`config.mk`:
```
export PLATFORM = sky130hd
export DESIGN_NAME = onewire_uart_transaction_sequencer_unit
export DESIGN_NICKNAME = d
export VERILOG_FILES = /design/src/sv/owuts_pkg.sv /design/src/sv/owuts_front.sv /design/src/sv/owuts_queue.sv /design/src/sv/owuts_back.sv /design/src/sv/onewire_uart_transaction_sequencer_unit.sv
export VERILOG_INCLUDE_DIRS = /design/src /design/src/sv
export SDC_FILE = /design/constraint.sdc
export NUM_CORES = 1
export LEC_CHECK = 0
export BUFFER_PORTS_ARGS = -buffer_cell sky130_fd_sc_hd__buf_2
export CORE_MARGIN = 1.5
export CORE_UTILIZATION = 38
export CTS_BUF_LIST = sky130_fd_sc_hd__clkbuf_8
export CTS_CLUSTER_DIAMETER = 120
export DETAILED_ROUTE_END_ITERATION = 6
export HOLD_SLACK_MARGIN = 0.12
export PLACE_DENSITY_LB_ADDON = 0.12
export SKIP_CTS_REPAIR_TIMING = 1
export SYNTH_ARGS = -nofsm -noshare
export SYNTH_HDL_FRONTEND = slang
export SYNTH_SLANG_ARGS = --single-unit
```
`constraint.sdc`:
```
create_clock -name clk -period 3.2 [get_ports clk]
set_input_delay 0.32 -clock clk [delete_from_list [all_inputs] [get_ports clk]]
set_output_delay 0.32 -clock clk [all_outputs]
set_load 0.02 [all_outputs]
```
`src/sv/onewire_uart_transaction_sequencer_unit_assert.svh`:
```
// ----------------------------------------------------------------------------
// One-wire UART sequencer assertion macros
// Shared property templates, clocked on clk and disabled during reset.
// ----------------------------------------------------------------------------
`ifndef ONEWIRE_UART_TRANSACTION_SEQUENCER_UNIT_ASSERT_SVH
`define ONEWIRE_UART_TRANSACTION_SEQUENCER_UNIT_ASSERT_SVH

// Same-cycle implication
`define OWUTS_ASSERT_IMPL(name, ante, cons) \
    name: assert property (@(posedge clk) disable iff (!rst_n) (ante) |-> (cons)) \
        else $error("owuts: same-cycle check failed");

// Next-cycle implication
`define OWUTS_ASSERT_NEXT(name, ante, cons) \
    name: assert property (@(posedge clk) disable iff (!rst_n) (ante) |=> (cons)) \
        else $error("owuts: next-cycle check failed");

`endif

```
`src/sv/owuts_pkg.sv`:
```
// ----------------------------------------------------------------------------
// owuts_pkg
// Types and constants shared by the one-wire UART sequencer modules.
// ----------------------------------------------------------------------------
package owuts_pkg;

    // Input opcodes (carried on s_tuser)
    localparam logic [1:0] OP_START = 2'd0;
    localparam logic [1:0] OP_LOAD  = 2'd1;
    localparam logic [1:0] OP_ECHO  = 2'd2;

    // Result kinds (carried on m_tuser)
    localparam logic [1:0] KIND_FRAME = 2'd0;
    localparam logic [1:0] KIND_READ  = 2'd1;
    localparam logic [1:0] KIND_DONE  = 2'd2;
    localparam logic [1:0] KIND_BUSY  = 2'd3;

    // UART frame values
    localparam logic [7:0] FRAME_RESET = 8'hf0;
    localparam logic [7:0] FRAME_ZERO  = 8'h00;
    localparam logic [7:0] FRAME_ONE   = 8'hff;
    localparam logic [7:0] CMD_SKIP_ROM = 8'hcc;

    // Job queue
    localparam int QUEUE_DEPTH = 4;

    // Bus transaction phase
    typedef enum logic [2:0] {
        PH_IDLE,
        PH_RESET,
        PH_ROM,
        PH_FUNC,
        PH_PAYLOAD
    } phase_t;

    // Action a job asks the back end to carry out
    typedef enum logic [2:0] {
        ACT_NONE,
        ACT_BYTE,
        ACT_RESET,
        ACT_DONE,
        ACT_BUSY
    } act_t;

    // One job: optional read byte, then the action
    typedef struct packed {
        logic       has_read;
        act_t       act;
        logic       use_buf;
        logic       present;
        logic [7:0] rd_byte;
        logic [7:0] frame_val;
    } job_t;

    // Queue status
    typedef struct packed {
        logic full;
        logic empty;
    } q_stat_t;

    // One result beat
    typedef struct packed {
        logic [1:0] kind;
        logic [7:0] frame_byte;
        logic       fast_baud;
        logic       bus_present;
        logic [7:0] data_byte;
        logic       last;
    } beat_t;

endpackage

```
`src/sv/owuts_front.sv`:
```
// ----------------------------------------------------------------------------
// owuts_front
// Accepts input beats, tracks the bus transaction and turns each beat into
// at most one job for the back end. Holds the transmit buffer.
// ----------------------------------------------------------------------------
module owuts_front #(
    parameter int MAX_PAYLOAD = 64
) (
    input  logic                clk,
    input  logic                rst_n,
    input  logic                in_valid,
    output logic                in_ready,
    input  logic [1:0]          opcode,
    input  logic                direction,
    input  logic [7:0]          func_cmd,
    input  logic [6:0]          length,
    input  logic [5:0]          tx_index,
    input  logic [7:0]          tx_byte,
    input  logic [7:0]          echo_byte,
    output logic                job_valid,
    output owuts_pkg::job_t     job,
    input  logic                job_ready
);

    localparam int AW = (MAX_PAYLOAD > 1) ? $clog2(MAX_PAYLOAD) : 1;

    owuts_pkg::phase_t phase_reg, phase_next;
    logic              read_mode_reg, read_mode_next;
    logic [7:0]        cmd_reg, cmd_next;
    logic [6:0]        len_reg, len_next;
    logic [6:0]        pos_reg, pos_next;
    logic [2:0]        slot_reg, slot_next;
    logic [7:0]        acc_reg, acc_next;
    logic              pres_reg, pres_next;

    logic              pend_valid_reg, pend_valid_next;
    owuts_pkg::job_t   pend_job_reg, job_next;
    logic [7:0]        rd_data_reg;
    logic [7:0]        tx_mem [MAX_PAYLOAD];

    logic              in_fire;
    logic              has_res;
    logic              adv_payload;
    logic              buf_we;
    logic [7:0]        acc_upd;
    logic [AW-1:0]     rd_addr;

    assign in_ready  = !pend_valid_reg || job_ready;
    assign in_fire   = in_valid && in_ready;
    assign job_valid = pend_valid_reg;

    // Payload byte comes from the buffer read made at acceptance
    always_comb
    begin
        job = pend_job_reg;
        if (pend_job_reg.use_buf)
        begin
            job.frame_val = rd_data_reg;
        end
    end

    // State and control registers
    always_ff @(posedge clk or negedge rst_n)
    begin
        if (!rst_n)
        begin
            phase_reg      <= owuts_pkg::PH_IDLE;
            read_mode_reg  <= 1'b0;
            cmd_reg        <= 8'd0;
            len_reg        <= 7'd0;
            pos_reg        <= 7'd0;
            slot_reg       <= 3'd0;
            acc_reg        <= 8'd0;
            pres_reg       <= 1'b0;
            pend_valid_reg <= 1'b0;
        end
        else
        begin
            phase_reg      <= phase_next;
            read_mode_reg  <= read_mode_next;
            cmd_reg        <= cmd_next;
            len_reg        <= len_next;
            pos_reg        <= pos_next;
            slot_reg       <= slot_next;
            acc_reg        <= acc_next;
            pres_reg       <= pres_next;
            pend_valid_reg <= pend_valid_next;
        end
    end

    // Job payload register
    always_ff @(posedge clk)
    begin
        if (in_fire)
        begin
            pend_job_reg <= job_next;
        end
    end

    // Transmit buffer: write on load, registered read on every accepted beat
    always_ff @(posedge clk)
    begin
        if (buf_we)
        begin
            tx_mem[AW'(tx_index)] <= tx_byte;
        end
        if (in_fire)
        begin
            rd_data_reg <= tx_mem[rd_addr];
        end
    end

    // Classify the beat and advance the transaction
    always_comb
    begin
        phase_next     = phase_reg;
        read_mode_next = read_mode_reg;
        cmd_next       = cmd_reg;
        len_next       = len_reg;
        pos_next       = pos_reg;
        slot_next      = slot_reg;
        acc_next       = acc_reg;
        pres_next      = pres_reg;
        job_next       = '0;
        job_next.act   = owuts_pkg::ACT_NONE;
        has_res        = 1'b0;
        adv_payload    = 1'b0;
        buf_we         = 1'b0;
        rd_addr        = AW'(pos_reg);
        acc_upd        = acc_reg | ((echo_byte == owuts_pkg::FRAME_ONE) ?
                                    (8'd1 << slot_reg) : 8'd0);

        if (in_fire)
        begin
            unique case (opcode)
                owuts_pkg::OP_START:
                begin
                    has_res = 1'b1;
                    if (phase_reg != owuts_pkg::PH_IDLE)
                    begin
                        job_next.act = owuts_pkg::ACT_BUSY;
                    end
                    else
                    begin
                        read_mode_next = direction;
                        cmd_next       = func_cmd;
                        if (int'(length) > MAX_PAYLOAD)
                        begin
                            len_next = 7'(MAX_PAYLOAD);
                        end
                        else
                        begin
                            len_next = length;
                        end
                        pos_next     = 7'd0;
                        slot_next    = 3'd0;
                        acc_next     = 8'd0;
                        phase_next   = owuts_pkg::PH_RESET;
                        job_next.act = owuts_pkg::ACT_RESET;
                    end
                end
                owuts_pkg::OP_LOAD:
                begin
                    if (phase_reg == owuts_pkg::PH_IDLE && int'(tx_index) < MAX_PAYLOAD)
                    begin
                        buf_we = 1'b1;
                    end
                end
                owuts_pkg::OP_ECHO:
                begin
                    unique case (phase_reg)
                        owuts_pkg::PH_RESET:
                        begin
                            pres_next          = (echo_byte != owuts_pkg::FRAME_RESET);
                            slot_next          = 3'd0;
                            acc_next           = 8'd0;
                            phase_next         = owuts_pkg::PH_ROM;
                            has_res            = 1'b1;
                            job_next.act       = owuts_pkg::ACT_BYTE;
                            job_next.frame_val = owuts_pkg::CMD_SKIP_ROM;
                        end
                        owuts_pkg::PH_ROM, owuts_pkg::PH_FUNC, owuts_pkg::PH_PAYLOAD:
                        begin
                            if (slot_reg != 3'd7)
                            begin
                                slot_next = slot_reg + 3'd1;
                                acc_next  = acc_upd;
                            end
                            else
                            begin
                                slot_next = 3'd0;
                                acc_next  = 8'd0;
                                has_res   = 1'b1;
                                if (phase_reg == owuts_pkg::PH_ROM)
                                begin
                                    phase_next         = owuts_pkg::PH_FUNC;
                                    job_next.act       = owuts_pkg::ACT_BYTE;
                                    job_next.frame_val = cmd_reg;
                                end
                                else
                                begin
                                    adv_payload = 1'b1;
                                    if (phase_reg == owuts_pkg::PH_PAYLOAD)
                                    begin
                                        job_next.has_read = read_mode_reg;
                                        job_next.rd_byte  = acc_upd;
                                    end
                                end
                            end
                        end
                        default:
                        begin
                        end
                    endcase
                end
                default:
                begin
                end
            endcase

            // Next payload byte, or the end of the transaction
            if (adv_payload)
            begin
                if (pos_reg >= len_reg)
                begin
                    phase_next   = owuts_pkg::PH_IDLE;
                    job_next.act = owuts_pkg::ACT_DONE;
                end
                else
                begin
                    phase_next         = owuts_pkg::PH_PAYLOAD;
                    job_next.act       = owuts_pkg::ACT_BYTE;
                    job_next.use_buf   = !read_mode_reg;
                    job_next.frame_val = owuts_pkg::FRAME_ONE;
                    pos_next           = pos_reg + 7'd1;
                end
            end
        end

        job_next.present = pres_next;

        // Pending stage handshake
        if (in_fire)
        begin
            pend_valid_next = has_res;
        end
        else if (job_ready)
        begin
            pend_valid_next = 1'b0;
        end
        else
        begin
            pend_valid_next = pend_valid_reg;
        end
    end

endmodule

```
`src/sv/owuts_queue.sv`:
```
// ----------------------------------------------------------------------------
// owuts_queue
// Short job FIFO between the front end and the back end.
// ----------------------------------------------------------------------------
module owuts_queue (
    input  logic                clk,
    input  logic                rst_n,
    input  logic                push,
    input  owuts_pkg::job_t     push_job,
    input  logic                pop,
    output owuts_pkg::job_t     head,
    output owuts_pkg::q_stat_t  stat
);

    localparam int PW = $clog2(owuts_pkg::QUEUE_DEPTH);
    localparam int CW = $clog2(owuts_pkg::QUEUE_DEPTH + 1);

    owuts_pkg::job_t entries_reg [owuts_pkg::QUEUE_DEPTH];
    logic [PW-1:0]   wr_ptr_reg, wr_ptr_next;
    logic [PW-1:0]   rd_ptr_reg, rd_ptr_next;
    logic [CW-1:0]   count_reg, count_next;

    assign head       = entries_reg[rd_ptr_reg];
    assign stat.full  = (count_reg == CW'(owuts_pkg::QUEUE_DEPTH));
    assign stat.empty = (count_reg == '0);

    // Pointer and fill count update
    always_comb
    begin
        wr_ptr_next = push ? wr_ptr_reg + PW'(1) : wr_ptr_reg;
        rd_ptr_next = pop ? rd_ptr_reg + PW'(1) : rd_ptr_reg;
        count_next  = count_reg;
        if (push && !pop)
        begin
            count_next = count_reg + CW'(1);
        end
        else if (pop && !push)
        begin
            count_next = count_reg - CW'(1);
        end
    end

    always_ff @(posedge clk or negedge rst_n)
    begin
        if (!rst_n)
        begin
            wr_ptr_reg <= '0;
            rd_ptr_reg <= '0;
            count_reg  <= '0;
        end
        else
        begin
            wr_ptr_reg <= wr_ptr_next;
            rd_ptr_reg <= rd_ptr_next;
            count_reg  <= count_next;
        end
    end

    // Entry storage
    always_ff @(posedge clk)
    begin
        if (push)
        begin
            entries_reg[wr_ptr_reg] <= push_job;
        end
    end

endmodule

```
`src/sv/owuts_back.sv`:
```
// ----------------------------------------------------------------------------
// owuts_back
// Takes jobs from the queue and serialises them into result beats, one per
// cycle while out_ready allows, through an output register.
// ----------------------------------------------------------------------------
module owuts_back (
    input  logic                clk,
    input  logic                rst_n,
    input  owuts_pkg::job_t     head,
    input  owuts_pkg::q_stat_t  stat,
    output logic                pop,
    output logic                out_valid,
    input  logic                out_ready,
    output owuts_pkg::beat_t    out_beat
);

    logic              cur_valid_reg, cur_valid_next;
    owuts_pkg::job_t   cur_job_reg;
    logic              rd_pend_reg, rd_pend_next;
    logic [2:0]        bit_reg, bit_next;
    logic              out_valid_reg;
    owuts_pkg::beat_t  out_beat_reg;

    owuts_pkg::beat_t  beat;
    logic              out_load;
    logic              fire;
    logic              cur_done;

    assign out_valid = out_valid_reg;
    assign out_beat  = out_beat_reg;
    assign out_load  = !out_valid_reg || out_ready;
    assign fire      = cur_valid_reg && out_load;
    assign cur_done  = fire && beat.last;
    assign pop       = !stat.empty && (!cur_valid_reg || cur_done);

    // Beat for the current step of the job
    always_comb
    begin
        beat             = '0;
        beat.bus_present = cur_job_reg.present;
        if (rd_pend_reg)
        begin
            beat.kind      = owuts_pkg::KIND_READ;
            beat.data_byte = cur_job_reg.rd_byte;
            beat.last      = (cur_job_reg.act == owuts_pkg::ACT_NONE);
        end
        else
        begin
            unique case (cur_job_reg.act)
                owuts_pkg::ACT_BYTE:
                begin
                    beat.kind       = owuts_pkg::KIND_FRAME;
                    beat.frame_byte = cur_job_reg.frame_val[bit_reg] ?
                                      owuts_pkg::FRAME_ONE : owuts_pkg::FRAME_ZERO;
                    beat.fast_baud  = 1'b1;
                    beat.last       = (bit_reg == 3'd7);
                end
                owuts_pkg::ACT_RESET:
                begin
                    beat.kind       = owuts_pkg::KIND_FRAME;
                    beat.frame_byte = owuts_pkg::FRAME_RESET;
                    beat.last       = 1'b1;
                end
                owuts_pkg::ACT_DONE:
                begin
                    beat.kind = owuts_pkg::KIND_DONE;
                    beat.last = 1'b1;
                end
                owuts_pkg::ACT_BUSY:
                begin
                    beat.kind = owuts_pkg::KIND_BUSY;
                    beat.last = 1'b1;
                end
                default:
                begin
                    beat.last = 1'b1;
                end
            endcase
        end
    end

    // Step through the job
    always_comb
    begin
        cur_valid_next = cur_valid_reg;
        rd_pend_next   = rd_pend_reg;
        bit_next       = bit_reg;
        if (pop)
        begin
            cur_valid_next = 1'b1;
            rd_pend_next   = head.has_read;
            bit_next       = 3'd0;
        end
        else if (cur_done)
        begin
            cur_valid_next = 1'b0;
        end
        else if (fire)
        begin
            if (rd_pend_reg)
            begin
                rd_pend_next = 1'b0;
            end
            else
            begin
                bit_next = bit_reg + 3'd1;
            end
        end
    end

    always_ff @(posedge clk or negedge rst_n)
    begin
        if (!rst_n)
        begin
            cur_valid_reg <= 1'b0;
            rd_pend_reg   <= 1'b0;
            bit_reg       <= 3'd0;
            out_valid_reg <= 1'b0;
        end
        else
        begin
            cur_valid_reg <= cur_valid_next;
            rd_pend_reg   <= rd_pend_next;
            bit_reg       <= bit_next;
            if (out_load)
            begin
                out_valid_reg <= fire;
            end
        end
    end

    // Job and output payload registers
    always_ff @(posedge clk)
    begin
        if (pop)
        begin
            cur_job_reg <= head;
        end
        if (out_load)
        begin
            out_beat_reg <= beat;
        end
    end

endmodule

```
`src/sv/onewire_uart_transaction_sequencer_unit.sv`:
```
// ----------------------------------------------------------------------------
// onewire_uart_transaction_sequencer_unit: 1-Wire master over UART slots
// An input beat is taken every cycle while the job queue has room.
// A job passes the pending register, the queue, the current-job register and the output register.
// Results leave one per cycle while jobs are queued and m_tready is high; a finished byte gives up to 9 results.
// Reset clears control state; the transmit buffer keeps its contents.
// ----------------------------------------------------------------------------
`include "onewire_uart_transaction_sequencer_unit_assert.svh"

module onewire_uart_transaction_sequencer_unit #(
    parameter int MAX_PAYLOAD = 64
) (
    input  logic        clk,
    input  logic        rst_n,
    input  logic        s_tvalid,
    output logic        s_tready,
    // direction[0], func_cmd[8:1], length[15:9], tx_index[21:16],
    // tx_byte[29:22], echo_byte[37:30], zero fill[39:38]
    input  logic [39:0] s_tdata,
    // opcode[1:0]
    input  logic [1:0]  s_tuser,
    output logic        m_tvalid,
    input  logic        m_tready,
    // frame_byte[7:0], fast_baud[8], bus_present[9], data_byte[17:10],
    // zero fill[23:18]
    output logic [23:0] m_tdata,
    // kind[1:0]
    output logic [1:0]  m_tuser,
    output logic        m_tlast
);

    logic                job_valid;
    owuts_pkg::job_t     job;
    logic                q_push;
    logic                q_pop;
    owuts_pkg::job_t     q_head;
    owuts_pkg::q_stat_t  q_stat;
    owuts_pkg::beat_t    beat;

    assign q_push = job_valid && !q_stat.full;

    // Front end: classify beats, hold the transaction state
    owuts_front #(
        .MAX_PAYLOAD (MAX_PAYLOAD)
    ) u_front (
        .clk       (clk),
        .rst_n     (rst_n),
        .in_valid  (s_tvalid),
        .in_ready  (s_tready),
        .opcode    (s_tuser),
        .direction (s_tdata[0]),
        .func_cmd  (s_tdata[8:1]),
        .length    (s_tdata[15:9]),
        .tx_index  (s_tdata[21:16]),
        .tx_byte   (s_tdata[29:22]),
        .echo_byte (s_tdata[37:30]),
        .job_valid (job_valid),
        .job       (job),
        .job_ready (!q_stat.full)
    );

    // Job queue
    owuts_queue u_queue (
        .clk      (clk),
        .rst_n    (rst_n),
        .push     (q_push),
        .push_job (job),
        .pop      (q_pop),
        .head     (q_head),
        .stat     (q_stat)
    );

    // Back end: serialise jobs into result beats
    owuts_back u_back (
        .clk       (clk),
        .rst_n     (rst_n),
        .head      (q_head),
        .stat      (q_stat),
        .pop       (q_pop),
        .out_valid (m_tvalid),
        .out_ready (m_tready),
        .out_beat  (beat)
    );

    // Output packing
    assign m_tdata = {6'd0, beat.data_byte, beat.bus_present, beat.fast_baud,
                      beat.frame_byte};
    assign m_tuser = beat.kind;
    assign m_tlast = beat.last;

    // Checks
    `OWUTS_ASSERT_IMPL(a_pop_not_empty, q_pop, !q_stat.empty)
    `OWUTS_ASSERT_IMPL(a_push_not_full, q_push, !q_stat.full)
    `OWUTS_ASSERT_NEXT(a_push_fills, q_push && !q_pop, !q_stat.empty)
    `OWUTS_ASSERT_IMPL(a_busy_is_last, m_tvalid && m_tuser == owuts_pkg::KIND_BUSY, m_tlast)

endmodule

```
==> metrics <==
outcome=finished with violations; failing checks=DRC; # nets final=1,835; leading area contributor after synthesis=edfxtp_1; Clock Sink Count=713; Starting Density=38.5%; pin count of the biggest net entering global routing=65; Worst-path clk slew=0.06 ns; critical path's largest stage delay=0.53 ns; DR vias=approximately 15k; ANT nets after route=0; Synth Area per Inst=18.9 um^2; multiplexer area fraction after synthesis=13.2%; Total GRT Usage=around 18%; clock latency on the worst-skew pair=0.74 ns; H-tree Lvls=3; mean routed wirelength per cell=23.4 um; Die Area=between 70,000 and 80,000 um^2; initial antenna violation count=2; Startpoint Class=flop; final clock skew=0.0533 ns; First-pass DRT Iterations=7; max-cap viol count=0; RSZ-0062 raised after global routing=false; worst path cell trace=buf_12 -> buf_4 -> mux4_2 -> a2111oi_0 -> nand2_1 -> o21ai_0 -> o32ai_1; drt total wl=66,200 um; Core ar.=about 73,000 um^2; CTS tree=yes; Non-Filler Instances=about 2.8k; EDFF count, synth=~660; port bufs=66; Power Density=around 700 nW/um^2; Metal-1 WL=29,200 um; HPWL Detailed=between 40,000 and 50,000 um; CTS root buffer=clkbuf_8; row count=99; top-count cell post-synth=edfxtp_1; Crit Path Max Fanout=17; total gr overflow=0; Post-Synth XOR/XNOR Area=less than 1%; fin crit share=about nine tenths; synthesized cell area=28,100 um^2; Worst path top cell family by delay=compound AO/OA/AOI/OAI gates; register area share after synthesis=75.2%; CP arrival=about 3.3 ns; Die Y-Extent=275 um; Top Metal Used=met5; final instance area=32,900 um^2; post-synth top area share=a little over two thirds; top cells by area, synth=edfxtp_1 (71%), mux4_2 (11%), dfrtp_1 (4.6%); vias in the first global route=15.0k; TNS Setup=0 ns; Synth Area in Simple Gates=5.13%; Largest register FFs=512; Placed Area=30,400 um^2; share of layout cells above drive strength 1=28.3%; placed insts=between 2k and 3k; DR DRC count=5; worst endpoint required time=3.65 ns; complex-gate fraction of the synthesized area=around 3.4%; DR WL met3=3120 um; worst min path class=primary input to asynchronous set/reset pin; Max Fclk=0.354 GHz; Static Leak=11.1 nW; Die X-Extent=275 um; setup ws final=0.375 ns; Distinct cells, synth=65; crit path time final=2.82 ns; Fill cells=6,427; Iter 0 DRT Violations=approximately 1.1k; # setup viols final=0; slowest stage cell on the critical path=mux4_2; first-pass GRT wire length=97,600 um; largest family of logic cells by synthesized area=multiplexers; synth warn=0; area delta synth->final=16.9%; Num CTS Buffers=118; GP Congestion=0.829; critical setup path kind=flop to flop; Synth Register Bits=713; CP Capture Type=flop; clock tree buffer depth=3; post-synthesis async set-or-reset flop share=roughly 7.3%; Boundary Pins=75; routed length on met2=32,200 um; relative slew slack=17.5%; Max Slew Vio Count=0; maximum vdd drop=0.000351 V; most common library cells after synthesis=edfxtp_1 (661), mux4_2 (143), nor2_1 (119); Post-Synth Adder-Cell Area=1.01%; Cells after Synth=between 1k and 1.5k; Final Hold Fails=0; worst path bufs/invs=2; Layout Utilization=45.0%; post-DR vias/cell=5.15; most common flop cell mapped by yosys=edfxtp_1; slew at the pin with the worst max-slew slack=1.24 ns; Place WS=0.343 ns
## metal layers
layer / track usage (%) / vias to the layer above
met2: 28.7 / 359
met3: 3.43 / 123
li1: - / 6524
met5: 0 / -
met1: 24.3 / 7568
met4: 5.61 / 2
## final timing paths
kind | start | to | slack (ns) | depth (start not counted)
hold / removal | rst_n | u_front.len_reg[5] | 0.14 | 2
min in group clk | s_tdata[31] | u_front.pres_reg | 0.15 | 4
setup / recovery | u_front.pos_reg[0] | u_front.rd_data_reg[1] | 0.38 | 7
setup reg to reg | u_front.pos_reg[0] | u_front.rd_data_reg[1] | 0.38 | 7
hold reg to reg | u_back.beat[9] | u_back.out_beat[9] | 0.46 | 0
max in group asynchronous | rst_n | u_front.len_reg[3] | 2.20 | 3
## area by class of cell
class	instances	area (um^2)	share of cell area [%]
sequential	713	21200	64.4
multi-input combinational	679	6490	19.7
timing repair buffer	233	1730	5.26
clock buffer	121	1670	5.07
tap	959	1200	3.65
clock inverter	102	541	1.64
inverter	22	82.6	0.251
antenna	1	2.50	0.00761
## layout by cell type, fill, tap and decap left out, types with 5 or more instances in the layout
cell / count
clkinv_1: 37
nand2b_1: 8
dfrtp_1: 49
buf_2: 66
a211oi_1: 6
nor3_1: 19
buf_12: 6
dlygate4sd3_1: 28
mux4_2: 143
nand3_1: 10
xnor2_1: 5
nor2_1: 118
inv_1: 58
or3_1: 7
nand2_1: 93
o21ai_0: 34
nor2b_1: 9
nand3b_1: 12
conb_1: 6
clkbuf_8: 121
ha_1: 21
and2_1: 12
a22o_1: 6
edfxtp_1: 661
clkinv_2: 18
a22oi_1: 8
o22ai_1: 5
o2111ai_1: 7
buf_4: 133
mux2i_1: 28
a31oi_1: 11
a221oi_1: 5
a21oi_1: 23
mux2_2: 18
## logic make-up (layout without fill, tap and decap cells)
group / Yosys count / count (layout)
adders and majority gates: 22 / 22
buffers and inverters: 105 / 478
and+or+nand+nor: 312 / 312
muxes: 189 / 189
DFF: 713 / 713
AOI/OAI and AO/OA: 142 / 142
xor gates and xnor gates: 8 / 8
other: 1 / 7
## through the flow
step	total power, W	hold WS, ns
after global placement	0.0159	0.371
after floorplan	0.0144	0.0244
after CTS	0.0235	-0.453
after detailed placement	0.0160	0.370
final	0.0231	0.142
after global routing	0.0242	0.137
## report_power, final
part / switching (W) / internal (W) / leakage [nW]
clock network: 0.00366 / 0.00378 / 1.27
registers: 0.000409 / 0.0109 / 6.66
logic: 0.00227 / 0.00207 / 3.17
total: 0.00634 / 0.0168 / 11.1
(Power assumes the default switching activity.)
